===== config.mk =====
export PLATFORM = sky130hd
export DESIGN_NAME = sem_grad
export DESIGN_NICKNAME = d
export VERILOG_FILES = /design/src/rtl/core/sem_pkg.sv /design/src/rtl/core/sem_grad.sv
export SDC_FILE = /design/constraint.sdc
export NUM_CORES = 1
export LEC_CHECK = 0
export ABC_CLOCK_PERIOD_IN_PS = 13000
export BUFFER_PORTS_ARGS = -buffer_cell sky130_fd_sc_hd__buf_2
export CAP_MARGIN = 10
export CORE_ASPECT_RATIO = 1.4
export CORE_UTILIZATION = 45
export DETAILED_ROUTE_END_ITERATION = 7
export PLACE_DENSITY_LB_ADDON = 0.08
export SLEW_MARGIN = 10
export SYNTH_ARGS = -nofsm -noshare
export SYNTH_HDL_FRONTEND = slang
export SYNTH_SLANG_ARGS = --single-unit

===== constraint.sdc =====
create_clock -name clk -period 13 [get_ports clk]
set_input_delay 1.95 -clock clk [delete_from_list [all_inputs] [get_ports clk]]
set_output_delay 1.95 -clock clk [all_outputs]
set_load 0.01 [all_outputs]

===== src/rtl/core/sem_pkg.sv =====
// ----------------------------------------------------------------------------
// sem_pkg: shared types and constants for the sobel edge magnitude unit
// pixel and gradient widths, register codes, window and kernel select types
// ----------------------------------------------------------------------------
package sem_pkg;

    localparam int PIX_W            = 8;
    localparam int MAG_W            = 8;
    // |gx|,|gy| <= 4*255, signed
    localparam int GRAD_W           = PIX_W + 3;
    // gx^2 + gy^2 <= 2*1020^2
    localparam int SUM_W            = 2 * (GRAD_W - 1) + 1;
    localparam int FRAME_WIDTH_W    = 11;
    localparam int FRAME_HEIGHT_W   = 13;
    localparam int CFG_W            = 13;
    localparam int CFG_IDX_W        = 1;
    localparam int MAX_WIDTH_DEF    = 1024;
    localparam int MAX_HEIGHT_DEF   = 4096;
    localparam int FRAME_WIDTH_RST  = 640;
    localparam int FRAME_HEIGHT_RST = 480;
    localparam int MAG_SAT          = 2 ** MAG_W - 1;
    // largest sum whose rounded root still does not exceed saturation
    localparam int ROOT_CAP_SUM     = MAG_SAT * (MAG_SAT + 1);
    localparam int WIN_N            = 9;
    localparam int WIN_IDX_W        = 4;

    typedef enum logic [CFG_IDX_W-1:0] {
        REG_FRAME_WIDTH  = 1'b0,
        REG_FRAME_HEIGHT = 1'b1
    } sem_reg_idx_t;

    // 3x3 window, row-major, rows oldest to newest, columns oldest to newest
    typedef logic [WIN_N-1:0][PIX_W-1:0] sem_win_t;

    // window rows (top, middle, bottom) and columns (left, center, right)
    typedef struct packed {
        logic [1:0] rt;
        logic [1:0] rm;
        logic [1:0] rb;
        logic [1:0] cl;
        logic [1:0] cm;
        logic [1:0] cr;
    } sem_sel_t;

endpackage


===== src/rtl/core/sem_grad.sv =====
// ----------------------------------------------------------------------------
// sem_grad: sobel gradients and squared magnitude
// two stages: gx/gy from the selected window taps, then gx^2 + gy^2
// ----------------------------------------------------------------------------
module sem_grad (
    input  logic                      clk,
    input  logic                      rst_n,
    input  logic                      start,
    input  sem_pkg::sem_sel_t         sel,
    input  sem_pkg::sem_win_t         win,
    output logic [sem_pkg::SUM_W-1:0] sum,
    output logic                      sum_valid
);

    import sem_pkg::*;

    logic signed [GRAD_W-1:0]   gx;
    logic signed [GRAD_W-1:0]   gy;
    logic signed [GRAD_W-1:0]   gx_reg;
    logic signed [GRAD_W-1:0]   gy_reg;
    logic signed [2*GRAD_W-1:0] sqx;
    logic signed [2*GRAD_W-1:0] sqy;
    logic [SUM_W-1:0]           sum_reg;
    logic                       v1_reg;
    logic                       v2_reg;

    function automatic logic signed [GRAD_W-1:0] tap(sem_win_t w, logic [1:0] r,
                                                     logic [1:0] c);
        logic [WIN_IDX_W-1:0] idx;
        idx = WIN_IDX_W'(r) * WIN_IDX_W'(3) + WIN_IDX_W'(c);
        return $signed(GRAD_W'(w[idx]));
    endfunction

    always_comb
    begin
        gx = (tap(win, sel.rt, sel.cl) + (tap(win, sel.rm, sel.cl) <<< 1)
              + tap(win, sel.rb, sel.cl))
           - (tap(win, sel.rt, sel.cr) + (tap(win, sel.rm, sel.cr) <<< 1)
              + tap(win, sel.rb, sel.cr));
        gy = (tap(win, sel.rt, sel.cl) + (tap(win, sel.rt, sel.cm) <<< 1)
              + tap(win, sel.rt, sel.cr))
           - (tap(win, sel.rb, sel.cl) + (tap(win, sel.rb, sel.cm) <<< 1)
              + tap(win, sel.rb, sel.cr));
        sqx = gx_reg * gx_reg;
        sqy = gy_reg * gy_reg;
    end

    always_ff @(posedge clk or negedge rst_n)
    begin
        if (!rst_n)
        begin
            v1_reg  <= 1'b0;
            v2_reg  <= 1'b0;
            gx_reg  <= '0;
            gy_reg  <= '0;
            sum_reg <= '0;
        end
        else
        begin
            v1_reg <= start;
            v2_reg <= v1_reg;
            if (start)
            begin
                gx_reg <= gx;
                gy_reg <= gy;
            end
            if (v1_reg)
            begin
                // both squares are non-negative and below 2^20
                sum_reg <= SUM_W'(sqx) + SUM_W'(sqy);
            end
        end
    end

    assign sum       = sum_reg;
    assign sum_valid = v2_reg;

endmodule


==> metrics.txt, run 1 <==
synthesis-stage register bit count 45; Starting Density 45.9%; critical path's largest stage delay 1.18 ns; CTS tree yes; Avg Vias per Cell 5.54; Worst path most repeated cell fa_1; Die ar. 40200 sq um; max-cap viol count 0; CTS root buf clkbuf_16; Clock Path Buffers 2; post-synth top area share 33.0%; FMAX 131 MHz; r2r endpoint sum[20]; critical path start-end classification input port to register; Final Critical Period 7.61 ns; Worst Skew 0.0104 ns; worst slew pin tran 1.16 ns; antenna violations before repair 0; first-pass GRT wire length 73600 um; final hold vios 0; CP bufs+invs 4; first-iteration detailed-routing DRC count 549; Post-CTS Hold Buffers 0; largest area contributor in the netlist fa_1; Routed Antenna Nets 0; setup slack at placement 5.04 ns; drt first pass iters 5; crit path launch sel[6]; largest net degree at the start of global routing 44; postcts setup bufs 0; ranking of synthesized cells by area fa_1 (33%), mux4_2 (15%), ha_1 (9.2%), inv_1 (8.2%), dfrtp_1 (6.4%); CTS Sinks 45; hold crit path type register to register; CP Capture Type register; max reg flops 21; Seq/Total Area, Yosys 6.35%; Syn Nets 2197; Crit path max-delay family adder cells; vias in the first global route 13500; Final Cell Area 18700 sq um; # DRC 0; WL/cell 20.4 um; Compound-Gate Fraction of Synth Area 7.51%; adder-cell share of the synthesized area 42.2%; ys async rst share 100%; min-delay src sum[8]; # diodes 0; R2R setup slack 5.60 ns; largest family of logic cells by synthesized area adder cells; Netlist Area Pre-Place 17700 sq um; RSZ-0062 raised after global routing no; IO Pins 109; most common cell after layout, fill and taps aside inv_1; status completed; Die Y-Extent 237 um; worst r2r src gy_reg[10]; Post-synth EDFFs 0; clk slew on worst S/H paths 0.08 ns; Std-Cell Rows 85; grt total ovfl 0; count of final setup violators 0; Synth Area in XOR/XNOR 3.71%; Layout area overhead 5.63%; fin crit share 58.5%; fin nets 2240; die width 170 um; post-DP HPWL 39000 um; Pins Over Slew Limit 0; Critical Path RT 13.22 ns; startpoint types input port; Max stage delay cell, worst path fa_1; PnR worst setup slack 5.39 ns; most frequent cells in the layout inv_1 (385), fa_1 (292), ha_1 (131); worst rel slew slack 22.4%; Global Route Usage Sum 23.8%; post-synthesis mux area share 21.6%; Mapped Cells 1687; wirelength, routed 45900 um; syn_area_per_cell 10.5 sq um; Critical Path AT 7.83 ns; CTS Buf Count 5; Core Footprint 38600 sq um; Placed Instance Area 18500 sq um; Port Buffers 108; Placer Congestion 0.925; worst hold path stage count 1; top_reg_cell synth dfrtp_1; Worst Reg2Reg Path Length in Cells 19; Unique masters post-synth 75; share of cells above drive strength 1 17.9%; total number of vias 12500; post-cts sizing count 0; crit path cell chain buf_2, inv_1, ha_1, fa_1, and4b_1, a21oi_1, fa_1, inv_1, fa_1, fa_1, ha_1, inv_1, fa_1, nor2b_1, o21ai_0, a21boi_0, o21ai_1, nor3b_1, o31ai_1; Skew-Pair Late Insertion Delay 0.31 ns; WHS Endpoint sum[8]; Yosys warnings 0; maximum fanout along the worst path 17; simple logic cell fraction of the synthesized area 7.77%; setup TNS 0 ns; H-tree depth 2
==> through the flow <==
| step | util (%) | hold WS [ns] | cells |
|---|---|---|---|
| after floorplan | - | 0.352 | 1687 |
| after global placement | 48.0 | 0.459 | 2245 |
| after detailed placement | 48.0 | 0.465 | 2245 |
| after CTS | 48.5 | 0.483 | 2253 |
| after global routing | 48.5 | 0.500 | 2253 |
| final | 48.5 | 0.477 | 2253 |
==> how the worst max path moves through the flow <==
| stage | cells after the start | end | slack, ns |
|---|---|---|---|
| 4_1_cts | 20 | gx_reg[7] | 5.38 |
| 6_report | 19 | gx_reg[7] | 5.39 |
| 3_3_place_gp | 20 | gx_reg[7] | 5.16 |
| 5_1_grt | 21 | gx_reg[7] | 5.02 |
| 2_1_floorplan | 23 | gy_reg[9] | 5.89 |
| 3_5_place_dp | 20 | gx_reg[7] | 5.04 |
==> layout make-up <==
class / count / area [sq um]
inverters: 385 / 1450
repair buffers: 119 / 623
fillers: 3662 / 19900
clock buffers: 5 / 125
flip-flops and latches: 45 / 1130
clock inverters: 3 / 68.8
well taps: 522 / 653
multi-input cells: 1174 / 14700
==> Yosys cell counts (all sizes together) (39+ instances only) <==
library cell / instances
inv: 385
fa: 292
ha: 131
mux4: 128
nand2: 121
o21ai: 64
mux2i: 50
dfrtp: 45
buf: 44
xnor2: 43
and2: 39
clkbuf: 39
nor2: 39
==> cells by family after synthesis <==
group,count (synthesis)
buffers and inverters,468
adder cells (fa/ha/maj),423
AND/OR/NAND/NOR,275
multiplexers,215
AO/OA/AOI/OAI,200
XOR/XNOR,61
flip-flops,45
==> worst reg2reg max path, stage by stage, from the launching register on <==
cell	delay, ns
dfrtp_1	0.80
and2_1	0.64
inv_1	0.28
fa_1	0.55
inv_1	0.05
fa_1	0.47
inv_1	0.05
fa_1	0.48
fa_1	0.61
fa_1	0.46
fa_1	0.48
fa_1	0.50
inv_1	0.05
ha_1	0.37
a21oi_1	0.27
o21ai_0	0.17
a2111oi_0	0.61
nor3_1	0.16
xnor2_1	0.18
a21oi_1	0.08
==> routing by layer <==
layer	GRT usage [%]	wire length [um]	part of all wire (%)
met3	1.34	1600	3.5
met4	7.64	1420	3.1
met5	0	0	0
met2	45.5	25300	55
met1	28.1	17500	38
Power of run 1 is not shown: default switching activity piles up to over one toggle a cycle in this logic, so the estimate is an artifact.
==> inputs of run 2 (changes only) <==
--- a/config.mk
+++ b/config.mk
@@ -5,7 +5,7 @@
 export SDC_FILE = /design/constraint.sdc
 export NUM_CORES = 1
 export LEC_CHECK = 0
-export ABC_CLOCK_PERIOD_IN_PS = 13000
+export ABC_CLOCK_PERIOD_IN_PS = 7570
 export BUFFER_PORTS_ARGS = -buffer_cell sky130_fd_sc_hd__buf_2
 export CAP_MARGIN = 10
 export CORE_ASPECT_RATIO = 1.4
==> constraint.sdc (replaced) <==
create_clock -name clk -period 7.57 [get_ports clk]
set_input_delay 1.1355 -clock clk [delete_from_list [all_inputs] [get_ports clk]]
set_output_delay 1.1355 -clock clk [all_outputs]
set_load 0.01 [all_outputs]
==> metrics.txt, run 2 (synthesized netlist as in run 1, its figures left out) <==
status completed; startpoint types register; crit path launch gx_reg[10]; Critical Path RT 7.75 ns; postcts setup bufs 0; Starting Density 45.9%; min-delay src sum[8]; maximum fanout along the worst path 8; Worst Skew 0.00685 ns; multi-input logic area 14700 sq um; share of cells above drive strength 1 19.4%; Skew-Pair Late Insertion Delay 0.31 ns; grt total ovfl 0; first-pass GRT wire length 74400 um; Die Y-Extent 237 um; clk slew on worst S/H paths 0.08 ns; vias in the first global route 13700; Routed Antenna Nets 0; max-cap viol count 0; max reg flops 21; Finished Layout Cells 2284; fin crit share 92.6%; Layout area overhead 6.69%; Std-Cell Rows 85; critical path start-end classification register to register; first-iteration detailed-routing DRC count 535; post-cts sizing count 0; hold crit path type register to register; Core Footprint 38600 sq um; largest net degree at the start of global routing 43; FMAX 143 MHz; WL/cell 20.3 um; DP Cell Count 2276; # diodes 0; CTS Buf Count 5; # DRC 0; R2R setup slack 0.56 ns; fin nets 2271; fillers 3673; Pins Over Slew Limit 0; Avg Vias per Cell 5.47; most frequent cells in the layout inv_1 (385), fa_1 (292), ha_1 (131); wirelength, routed 46300 um; Die ar. 40200 sq um; Placer Congestion 0.913; CTS root buf clkbuf_16; antenna violations before repair 1; Port Buffers 108; Final Critical Period 7.01 ns; Critical Path AT 7.20 ns; setup slack at placement 0.647 ns; die width 170 um; count of final setup violators 0; FF/Latch Area 1130 sq um; worst rel slew slack 39.7%; RSZ-0062 raised after global routing no; most common cell after layout, fill and taps aside inv_1; CTS Sinks 45; total number of vias 12500; setup TNS 0 ns; PnR worst setup slack 0.557 ns; Post-CTS Hold Buffers 0; CP Capture Type register; H-tree depth 2; Clock Path Buffers 2; CTS tree yes; worst r2r src gx_reg[10]; post-DP HPWL 39600 um; Worst Hold Slack 0.475 ns; drt first pass iters 5; final hold vios 0; Global Route Usage Sum 24.1%; worst slew pin tran 0.897 ns; IO Pins 109
run 2: cell count changes in the layout (fill, tap and decap cells not counted), sizes merged:
cell	before	now
clkinv	0	1
buf	119	150
clkinvlp	0	1
bufinv	2	0
run 2: metal layers:
layer,global-route usage (%),up-vias,share of wire (%)
met1,27.5,6379,38
met4,8.63,0,3.3
met3,2.07,84,3.6
li1,-,5689,-
met5,0,-,0
met2,46.2,343,55
run 2: worst paths after layout:
check,end,cells after the start
worst max-delay path,sum[20],18
worst min-delay path,sum[8],1
worst max register to register,sum[20],18
worst min register to register,sum[8],1
max in group asynchronous,gy_reg[2],2
min in group asynchronous,sum[17],1
run 2: metrics by stage:
step           util [%]  area, sq um
4_1_cts            49.0        18900
5_1_grt            49.0        18900
6_report           49.0        18900
3_5_place_dp       48.6        18800
2_1_floorplan         -        17700
3_3_place_gp       48.6        18800
run 2: worst max-delay path, stage by stage (launching register included):
cell	delay [ns]
dfrtp_1	0.65
nand2_1	0.27
inv_1	0.19
fa_1	0.44
fa_1	0.64
inv_1	0.24
fa_1	0.61
fa_1	0.46
fa_1	0.61
fa_1	0.44
fa_1	0.49
inv_1	0.04
ha_1	0.36
a21oi_1	0.26
o21ai_0	0.16
a2111oi_0	0.59
nor3_1	0.16
xnor2_1	0.19
a21oi_1	0.08
run 2: final cells by class:
cell class              instances  area share [%]
inverters                     385            7.64
multi-input cells            1174            77.6
clock buffers                   5           0.662
clock inverters                 3           0.132
repair buffers                150            4.53
well taps                     522            3.45
flip-flops and latches         45            5.95
Power of run 2 is left out for the same reason.
