$ cat config.mk
export PLATFORM = sky130hd
export DESIGN_NAME = sem_root
export DESIGN_NICKNAME = d
export VERILOG_FILES = /design/src/rtl/core/sem_pkg.sv /design/src/rtl/core/sem_root.sv
export SDC_FILE = /design/constraint.sdc
export NUM_CORES = 1
export LEC_CHECK = 0
export BUFFER_PORTS_ARGS = -buffer_cell sky130_fd_sc_hd__buf_2
export CAP_MARGIN = 5
export CORE_UTILIZATION = 60
export DETAILED_ROUTE_END_ITERATION = 8
export PLACE_DENSITY = 0.84
export SLEW_MARGIN = 5
export SYNTH_ARGS = -nofsm -noshare
export SYNTH_HDL_FRONTEND = slang
export SYNTH_SLANG_ARGS = --single-unit
$ cat constraint.sdc
create_clock -name clk -period 9.4 [get_ports clk]
set_input_delay 0.94 -clock clk [delete_from_list [all_inputs] [get_ports clk]]
set_output_delay 0.94 -clock clk [all_outputs]
set_load 0.03 [all_outputs]
$ cat src/rtl/core/sem_pkg.sv
// ----------------------------------------------------------------------------
// sem_pkg: shared types and constants for the sobel edge magnitude unit
// pixel and gradient widths, register codes, window and kernel select types
// ----------------------------------------------------------------------------
package sem_pkg;

    localparam int PIX_W            = 8;
    localparam int MAG_W            = 8;
    // |gx|,|gy| <= 4*255, signed
    localparam int GRAD_W           = PIX_W + 3;
    // gx^2 + gy^2 <= 2*1020^2
    localparam int SUM_W            = 2 * (GRAD_W - 1) + 1;
    localparam int FRAME_WIDTH_W    = 11;
    localparam int FRAME_HEIGHT_W   = 13;
    localparam int CFG_W            = 13;
    localparam int CFG_IDX_W        = 1;
    localparam int MAX_WIDTH_DEF    = 1024;
    localparam int MAX_HEIGHT_DEF   = 4096;
    localparam int FRAME_WIDTH_RST  = 640;
    localparam int FRAME_HEIGHT_RST = 480;
    localparam int MAG_SAT          = 2 ** MAG_W - 1;
    // largest sum whose rounded root still does not exceed saturation
    localparam int ROOT_CAP_SUM     = MAG_SAT * (MAG_SAT + 1);
    localparam int WIN_N            = 9;
    localparam int WIN_IDX_W        = 4;

    typedef enum logic [CFG_IDX_W-1:0] {
        REG_FRAME_WIDTH  = 1'b0,
        REG_FRAME_HEIGHT = 1'b1
    } sem_reg_idx_t;

    // 3x3 window, row-major, rows oldest to newest, columns oldest to newest
    typedef logic [WIN_N-1:0][PIX_W-1:0] sem_win_t;

    // window rows (top, middle, bottom) and columns (left, center, right)
    typedef struct packed {
        logic [1:0] rt;
        logic [1:0] rm;
        logic [1:0] rb;
        logic [1:0] cl;
        logic [1:0] cm;
        logic [1:0] cr;
    } sem_sel_t;

endpackage

$ cat src/rtl/core/sem_root.sv
// ----------------------------------------------------------------------------
// sem_root: rounded square root, saturated
// one result bit per cycle, then a rounding step: n*n-n+1 <= s <= n*n+n
// ----------------------------------------------------------------------------
module sem_root (
    input  logic                      clk,
    input  logic                      rst_n,
    input  logic                      start,
    input  logic [sem_pkg::SUM_W-1:0] radicand,
    output logic [sem_pkg::MAG_W-1:0] root,
    output logic                      done
);

    import sem_pkg::*;

    localparam int BIT_W = $clog2(MAG_W);
    localparam int LIM_W = 2 * MAG_W + 1;

    typedef enum logic [1:0] {
        R_IDLE,
        R_RUN,
        R_FIX
    } rstate_t;

    rstate_t            state_reg;
    logic [SUM_W-1:0]   rad_reg;
    logic [MAG_W-1:0]   root_reg;
    logic [BIT_W-1:0]   bit_reg;
    logic               done_reg;
    logic [MAG_W-1:0]   trial;
    logic [2*MAG_W-1:0] trial_sq;
    logic [LIM_W-1:0]   lim;

    always_comb
    begin
        trial    = root_reg | (MAG_W'(1) << bit_reg);
        trial_sq = (2*MAG_W)'(trial) * (2*MAG_W)'(trial);
        lim      = LIM_W'(root_reg) * LIM_W'(root_reg) + LIM_W'(root_reg);
    end

    always_ff @(posedge clk or negedge rst_n)
    begin
        if (!rst_n)
        begin
            state_reg <= R_IDLE;
            rad_reg   <= '0;
            root_reg  <= '0;
            bit_reg   <= '0;
            done_reg  <= 1'b0;
        end
        else
        begin
            case (state_reg)
                R_IDLE:
                begin
                    done_reg <= start && (radicand > SUM_W'(ROOT_CAP_SUM));
                    if (start)
                    begin
                        rad_reg <= radicand;
                        if (radicand > SUM_W'(ROOT_CAP_SUM))
                        begin
                            root_reg <= MAG_W'(MAG_SAT);
                        end
                        else
                        begin
                            root_reg  <= '0;
                            bit_reg   <= BIT_W'(MAG_W - 1);
                            state_reg <= R_RUN;
                        end
                    end
                end
                R_RUN:
                begin
                    done_reg <= 1'b0;
                    if (SUM_W'(trial_sq) <= rad_reg)
                    begin
                        root_reg <= trial;
                    end
                    if (bit_reg == '0)
                    begin
                        state_reg <= R_FIX;
                    end
                    else
                    begin
                        bit_reg <= bit_reg - BIT_W'(1);
                    end
                end
                R_FIX:
                begin
                    // round up when s lies above n*n+n; never passes saturation here
                    if (rad_reg > SUM_W'(lim))
                    begin
                        root_reg <= root_reg + MAG_W'(1);
                    end
                    done_reg  <= 1'b1;
                    state_reg <= R_IDLE;
                end
                default:
                begin
                    done_reg  <= 1'b0;
                    state_reg <= R_IDLE;
                end
            endcase
        end
    end

    assign root = root_reg;
    assign done = done_reg;

endmodule

==> metrics.md, run 1 <==
| Metric | Value |
|---|---|
| Fin crit share | 76.9% |
| Hold Path Class | reg2reg |
| Iter 0 DRT Violations | 364 |
| Commonest cells in the netlist | inv_1 (139), ha_1 (104), fa_1 (59) |
| Clock buffer depth | 2 |
| Net Count, Synth | 886 |
| Routed wire length | 14.0 mm |
| GRT Overall Usage | 27.8% |
| Setup CP Type | reg2reg |
| Post-synthesis cell type count | 55 |
| Worst Setup Start Kind | flip-flop |
| Relative slew slack | 37.3% |
| DR vias/cell | 5.83 |
| Routed Antenna Nets | 0 |
| Final Skew | 2.37 ps |
| Worst-Margin Slew | 939 ps |
| Core area | 0.00986 mm² |
| CTS resizes | 0 |
| Post-Synthesis Cells | 699 |
| Final instance area | 0.00656 mm² |
| Die Area | 0.0107 mm² |
| Final Hold Fails | 0 |
| Vias in the first global route | 5182 |
| Max-cap violations | 0 |
| Vias | 4988 |
| Setup Fix Bufs, Post-CTS | 0 |
| Routability cong. | 0.955 |
| Cell taking the most area after synthesis | ha_1 |
| CTS Hold Buffers Added | 0 |
| Synth top area cells | ha_1 (21%), fa_1 (19%), dfrtp_1 (14%) |
| Synthesized area | 0.00619 mm² |
| Synth async-reset ratio | 100% |
| Fmax | 0.138 GHz |
| I/O Buffers | 32 |
| WP data arrival | 7410 ps |
| Routed WL per cell | 16.3 µm |
| Main synth FF type | dfrtp_1 |
| Tmin final | 7230 ps |
| Sequential area share after synthesis | 14.2% |
| CP max FO | 11 |
| Area after DPL | 0.00646 mm² |
| Num CTS Buffers | 5 |
| Post-Place Cells | 848 |
| First-pass GRT wire length | 24.3 mm |
| Max reg flops | 21 |
| TritonCTS clock tree | yes |
| P&R area growth vs syn | 5.97% |
| Synth top area share | 21.0% |
| Status | completed |
| IO Count | 33 |
| Ant diodes | 0 |
| Layout Cells excl Fill | 856 |
| Height of the die | 104 µm |
| Grt ovf | 0 |
| Fin nets | 909 |
| CP cell instances | inv_1, ha_1, a21oi_1, nand2b_1, inv_1, fa_1, fa_1, fa_1, inv_1, fa_1, inv_1, ha_1, or2_2, a21oi_1, a31oi_1, or4b_2, nand4_1, ha_1, nand3_1, nor4_4, a21boi_1, o211ai_4, mux2_2 |
| Syn_area_per_cell | 8.85 µm² |
| Ys Warns | 0 |
| # H-tree levels | 2 |
| DRT Pass-1 Iters | 5 |
| Drt drc | 0 |
| Placement Rows | 36 |
| Max-slew violations | 0 |
| Post-synthesis register bit count | 35 |
| Initial antenna violation count | 0 |
| Sink Count | 35 |
| Share of cells above drive strength 1 | 11.9% |
| Setup tns final | 0 ps |
| Final setup fails | 0 |
| WP data required | 9580 ps |
| Clock-pin slew on the worst setup and hold paths | 80 ps |
| Count of flip-flops with a built-in enable after synthesis | 0 |
| Clock latency on the worst-skew pair | 290 ps |
| CP max stage delay | 730 ps |
| Initial core utilization | 62.7% |
| Count leader, synth | inv_1 |
| Dpl hpwl | 11.6 mm |
| Hold Slack | 518 ps |
| Die X | 104 µm |
| RSZ-0062 raised after global routing | no |
| Critical path's slowest cell | a21oi_1 |
| Largest net degree at the start of global routing | 36 |
| Setup crit end kind | flip-flop |
| CTS root buffer | clkbuf_8 |
-- stage by stage --
stage	worst slack [ps]	util, %
floorplan	2910	-
global placement	2560	65.4
detailed placement	2290	65.4
CTS	2250	66.5
global route	1790	66.5
finish	2170	66.5
-- final cells by class --
cell class | instances | area [µm²]
fillers | 748 | 3310
repair buffers | 33 | 168
inverters | 139 | 522
clock buffers | 6 | 82.6
clock inverters | 2 | 16.3
flip-flops and latches | 35 | 876
well taps | 133 | 166
multi-input cells | 508 | 4720
-- worst paths after layout --
| kind | start | end | slack, ps | cells past startpoint |
|---|---|---|---|---|
| max | bit_reg[0]$_DFFE_PN0P_ | root[7]$_DFFE_PN0P_ | 2170 | 23 |
| min | rad_reg[19]$_DFFE_PN0P_ | rad_reg[19]$_DFFE_PN0P_ | 520 | 1 |
| max reg2reg | bit_reg[0]$_DFFE_PN0P_ | root[7]$_DFFE_PN0P_ | 2170 | 23 |
| min reg2reg | rad_reg[19]$_DFFE_PN0P_ | rad_reg[19]$_DFFE_PN0P_ | 520 | 1 |
| max in group asynchronous | rst_n | root[7]$_DFFE_PN0P_ | 8180 | 1 |
| min in group asynchronous | rst_n | rad_reg[17]$_DFFE_PN0P_ | 720 | 1 |
-- layer usage --
layer,global-route usage (%),wire length (µm),vias to the layer above
met5,0,0,-
met3,3.21,848,30
li1,-,-,2362
met4,6.83,314,0
met1,37.3,6100,2375
met2,47.7,6720,221
-- worst max-delay path, delay by kind of cell, from the launching register on --
family,cells,cell delay [ps]
multiplexers,1,390
AO/OA/AOI/OAI,5,1480
buffers and inverters,4,290
adder cells (fa/ha/maj),7,2820
flip-flops,1,420
AND/OR/NAND/NOR,6,1720
-- cell families (layout without fill, tap and decap cells) --
| family | Yosys count | after routing | synth area share [%] |
|---|---|---|---|
| buf+inv | 156 | 180 | 9.47 |
| compound gates | 99 | 99 | 10.2 |
| fa+ha+maj | 163 | 163 | 40.1 |
| flops | 35 | 35 | 14.2 |
| xor+xnor | 36 | 36 | 5.10 |
| simple gates | 178 | 178 | 15.1 |
| mux | 32 | 32 | 5.80 |
-- cell usage in the layout (no fill, tap or decap), drive strengths merged, types with 11 or more instances in the layout --
cell    Yosys  layout
buf         3      33
a31oi      11      11
fa         59      59
o21ai      12      12
mux2       31      31
nor2       35      35
nand3      13      13
dfrtp      35      35
nand2      50      50
nand4      13      13
xor2       14      14
ha        104     104
nand2b     11      11
inv       139     139
xnor2      22      22
a21oi      42      42
nor3       12      12
Power of run 1 is left out: the tool's default activity adds up to more than one toggle a clock period on the data nets, which glitch-free logic cannot reach.
==> run 2, diff against run 1 <==
CORE_UTILIZATION = 58   (was 60)
PLACE_DENSITY = 0.85   (was 0.84)
clock period = 6.05 ns   (was 9.4 ns; I/O delays follow)
==> metrics.md, run 2 (same netlist as run 1, synthesis figures left out) <==
| Metric | Value |
|---|---|
| Status | finished, violations left |
| Violated checks | setup timing |
| Clock-pin slew on the worst setup and hold paths | 80 ps (about the same) |
| Routability cong. | 0.894 (-6.4%) |
| Final Hold Fails | 0 (unchanged) |
| Ant diodes | 0 (unchanged) |
| Clock buffer depth | 2 (unchanged) |
| Final setup fails | 8 (+8) |
| GRT Overall Usage | 32.6% (+4.8 points) |
| Clock latency on the worst-skew pair | 290 ps (about the same) |
| Setup crit end kind | flip-flop |
| Crit Reg-Reg Startpoint | bit_reg[0]$_DFFE_PN0P_ |
| Worst setup margin | -142 ps (-2310 ps) |
| CTS Hold Buffers Added | 0 (unchanged) |
| Commonest non-fill, non-tap cell in the layout | inv_1 |
| Die X | 105 µm (+1.7%) |
| Share of cells above drive strength 1 | 29.8% (+18 points) |
| Grt ovf | 0 (unchanged) |
| CTS root buffer | clkbuf_8 |
| RSZ-0062 raised after global routing | yes |
| DR vias/cell | 5.92 (+1.6%) |
| Initial antenna violation count | 0 (unchanged) |
| Routed Antenna Nets | 0 (unchanged) |
| Reg-to-reg critical path endpoint | root[0]$_DFFE_PN0P_ |
| Dpl hpwl | 13.1 mm (+12%) |
| Tmin final | 6190 ps (-1040 ps) |
| Vias | 5621 (+13%) |
| Num CTS Buffers | 5 (unchanged) |
| DRT Pass-1 Iters | 5 (unchanged) |
| Drt drc | 0 (unchanged) |
| Height of the die | 105 µm (+1.7%) |
| Max reg flops | 21 (unchanged) |
| Largest net degree at the start of global routing | 36 (unchanged) |
| Commonest cells after routing, fill and taps aside | inv_1 (130), ha_1 (92), buf_4 (86) |
| Routed wire length | 17.1 mm (+22%) |
| CP max FO | 8 (-3) |
| Fin nets | 999 (+9.9%) |
| Relative slew slack | 21.1% (-16 points) |
| Routed WL per cell | 18.0 µm (+10%) |
| Max-slew violations | 0 (unchanged) |
| Placement Rows | 37 (+2.8%) |
| Fmax | 0.162 GHz (+17%) |
| WP data required | 6220 ps (-3360 ps) |
| Core area | 0.0103 mm² (+4.7%) |
| TritonCTS clock tree | yes |
| Initial core utilization | 59.9% (-2.8 points) |
| I/O Buffers | 32 (unchanged) |
| Worst reg2reg path depth | 25 (+8.7%) |
| Max-cap violations | 0 (unchanged) |
| Area after DPL | 0.00708 mm² (+9.7%) |
| Worst-Margin Slew | 1170 ps (+234 ps) |
| FF-to-FF setup slack | -140 ps (-2310 ps) |
| Worst Setup Start Kind | flip-flop |
| Iter 0 DRT Violations | 389 (+6.9%) |
| Hold Path Class | in2async |
| # H-tree levels | 2 (unchanged) |
| IO Count | 33 (unchanged) |
| Vias in the first global route | 5958 (+15%) |
| Sink Count | 35 (unchanged) |
| Die Area | 0.0111 mm² (+3.4%) |
| Final Skew | 7.26 ps (+4.89 ps) |
| Fin crit share | 102% (+25 points) |
| Setup CP Type | reg2reg |
| P&R area growth vs syn | 23.8% |
| First-pass GRT wire length | 28.4 mm (+17%) |
| WP data arrival | 6370 ps (-1040 ps) |
| Final instance area | 0.00766 mm² (+17%) |
[run 2: changes by cell type in the layout (fill, tap and decap cells not counted), moves of 8 or more]
cell | previous run | this run
buf_4 | 1 | 86
mux2_4 | 0 | 8
a21oi_1 | 42 | 29
inv_1 | 139 | 130
dfrtp_1 | 35 | 25
dfrtp_2 | 0 | 10
mux2_2 | 31 | 23
ha_4 | 0 | 11
ha_1 | 104 | 92
[run 2: worst max-delay path by stage]
stage	start	end	slack, ps	cells past startpoint
floorplan	bit_reg[0]$_DFFE_PN0P_	root[3]$_DFFE_PN0P_	20	23
global placement	bit_reg[1]$_DFFE_PN0P_	root[4]$_DFFE_PN0P_	-150	26
detailed placement	bit_reg[0]$_DFFE_PN0P_	root[1]$_DFFE_PN0P_	-320	22
CTS	bit_reg[0]$_DFFE_PN0P_	root[0]$_DFFE_PN0P_	-40	25
global route	bit_reg[0]$_DFFE_PN0P_	root[6]$_DFFE_PN0P_	-260	25
finish	bit_reg[0]$_DFFE_PN0P_	root[0]$_DFFE_PN0P_	-140	25
[run 2: what timing repair did]
| item | 4_1_cts | 5_1_grt |
|---|---|---|
| pin swaps | 35 | 27 |
| endpoints found under the hold margin | 0 | 0 |
| setup endpoints to repair | 8 | 8 |
| buffers inserted | 23 | 9 |
| resized for setup | 40 | 18 |
[run 2: worst max-delay path, stage by stage (launching register included)]
cell      delay [ps]
dfrtp_2          450
buf_4            150
ha_4             170
a21oi_2          190
inv_2             90
nand2_2           90
inv_1             60
fa_1             470
fa_1             500
inv_1             50
fa_1             460
fa_1             600
inv_2             60
ha_4             240
or3_1            390
a41o_1           260
a21oi_2          140
xnor2_1           90
ha_1             310
nand4_1          160
nor4_4           280
nand4_1          170
nand2_2          130
o211ai_4         100
buf_12           160
mux2_4           290
[run 2: layer usage]
layer | vias up | track usage (%) | part of all wire [%]
li1 | 2539 | - | -
met1 | 2743 | 40.3 | 40
met2 | 263 | 56.7 | 49
met3 | 76 | 4.27 | 6.0
met4 | 0 | 14.6 | 4.4
met5 | - | 0 | 0
[run 2: layout make-up]
type | instances | area [µm²]
multi-input combinational | 508 | 5120
fill | 635 | 2660
tap | 136 | 170
timing repair buffer | 123 | 871
sequential | 35 | 888
clock buffer | 6 | 72.6
clock inverter | 2 | 12.5
inverter | 139 | 527
[run 2: metrics by stage]
step | instances | utilization [%] | hold slack [ps] | setup WS (ps) | setup TNS [ps]
floorplan | 699 | - | 309 | 21.5 | 0
global placement | 909 | 68.6 | 491 | -152 | -1210
detailed placement | 909 | 68.6 | 501 | -321 | -2520
CTS | 940 | 72.9 | 418 | -39.6 | -256
global route | 949 | 74.2 | 458 | -260 | -2050
finish | 949 | 74.2 | 384 | -142 | -1100
Power of run 2 is left out for the same reason.
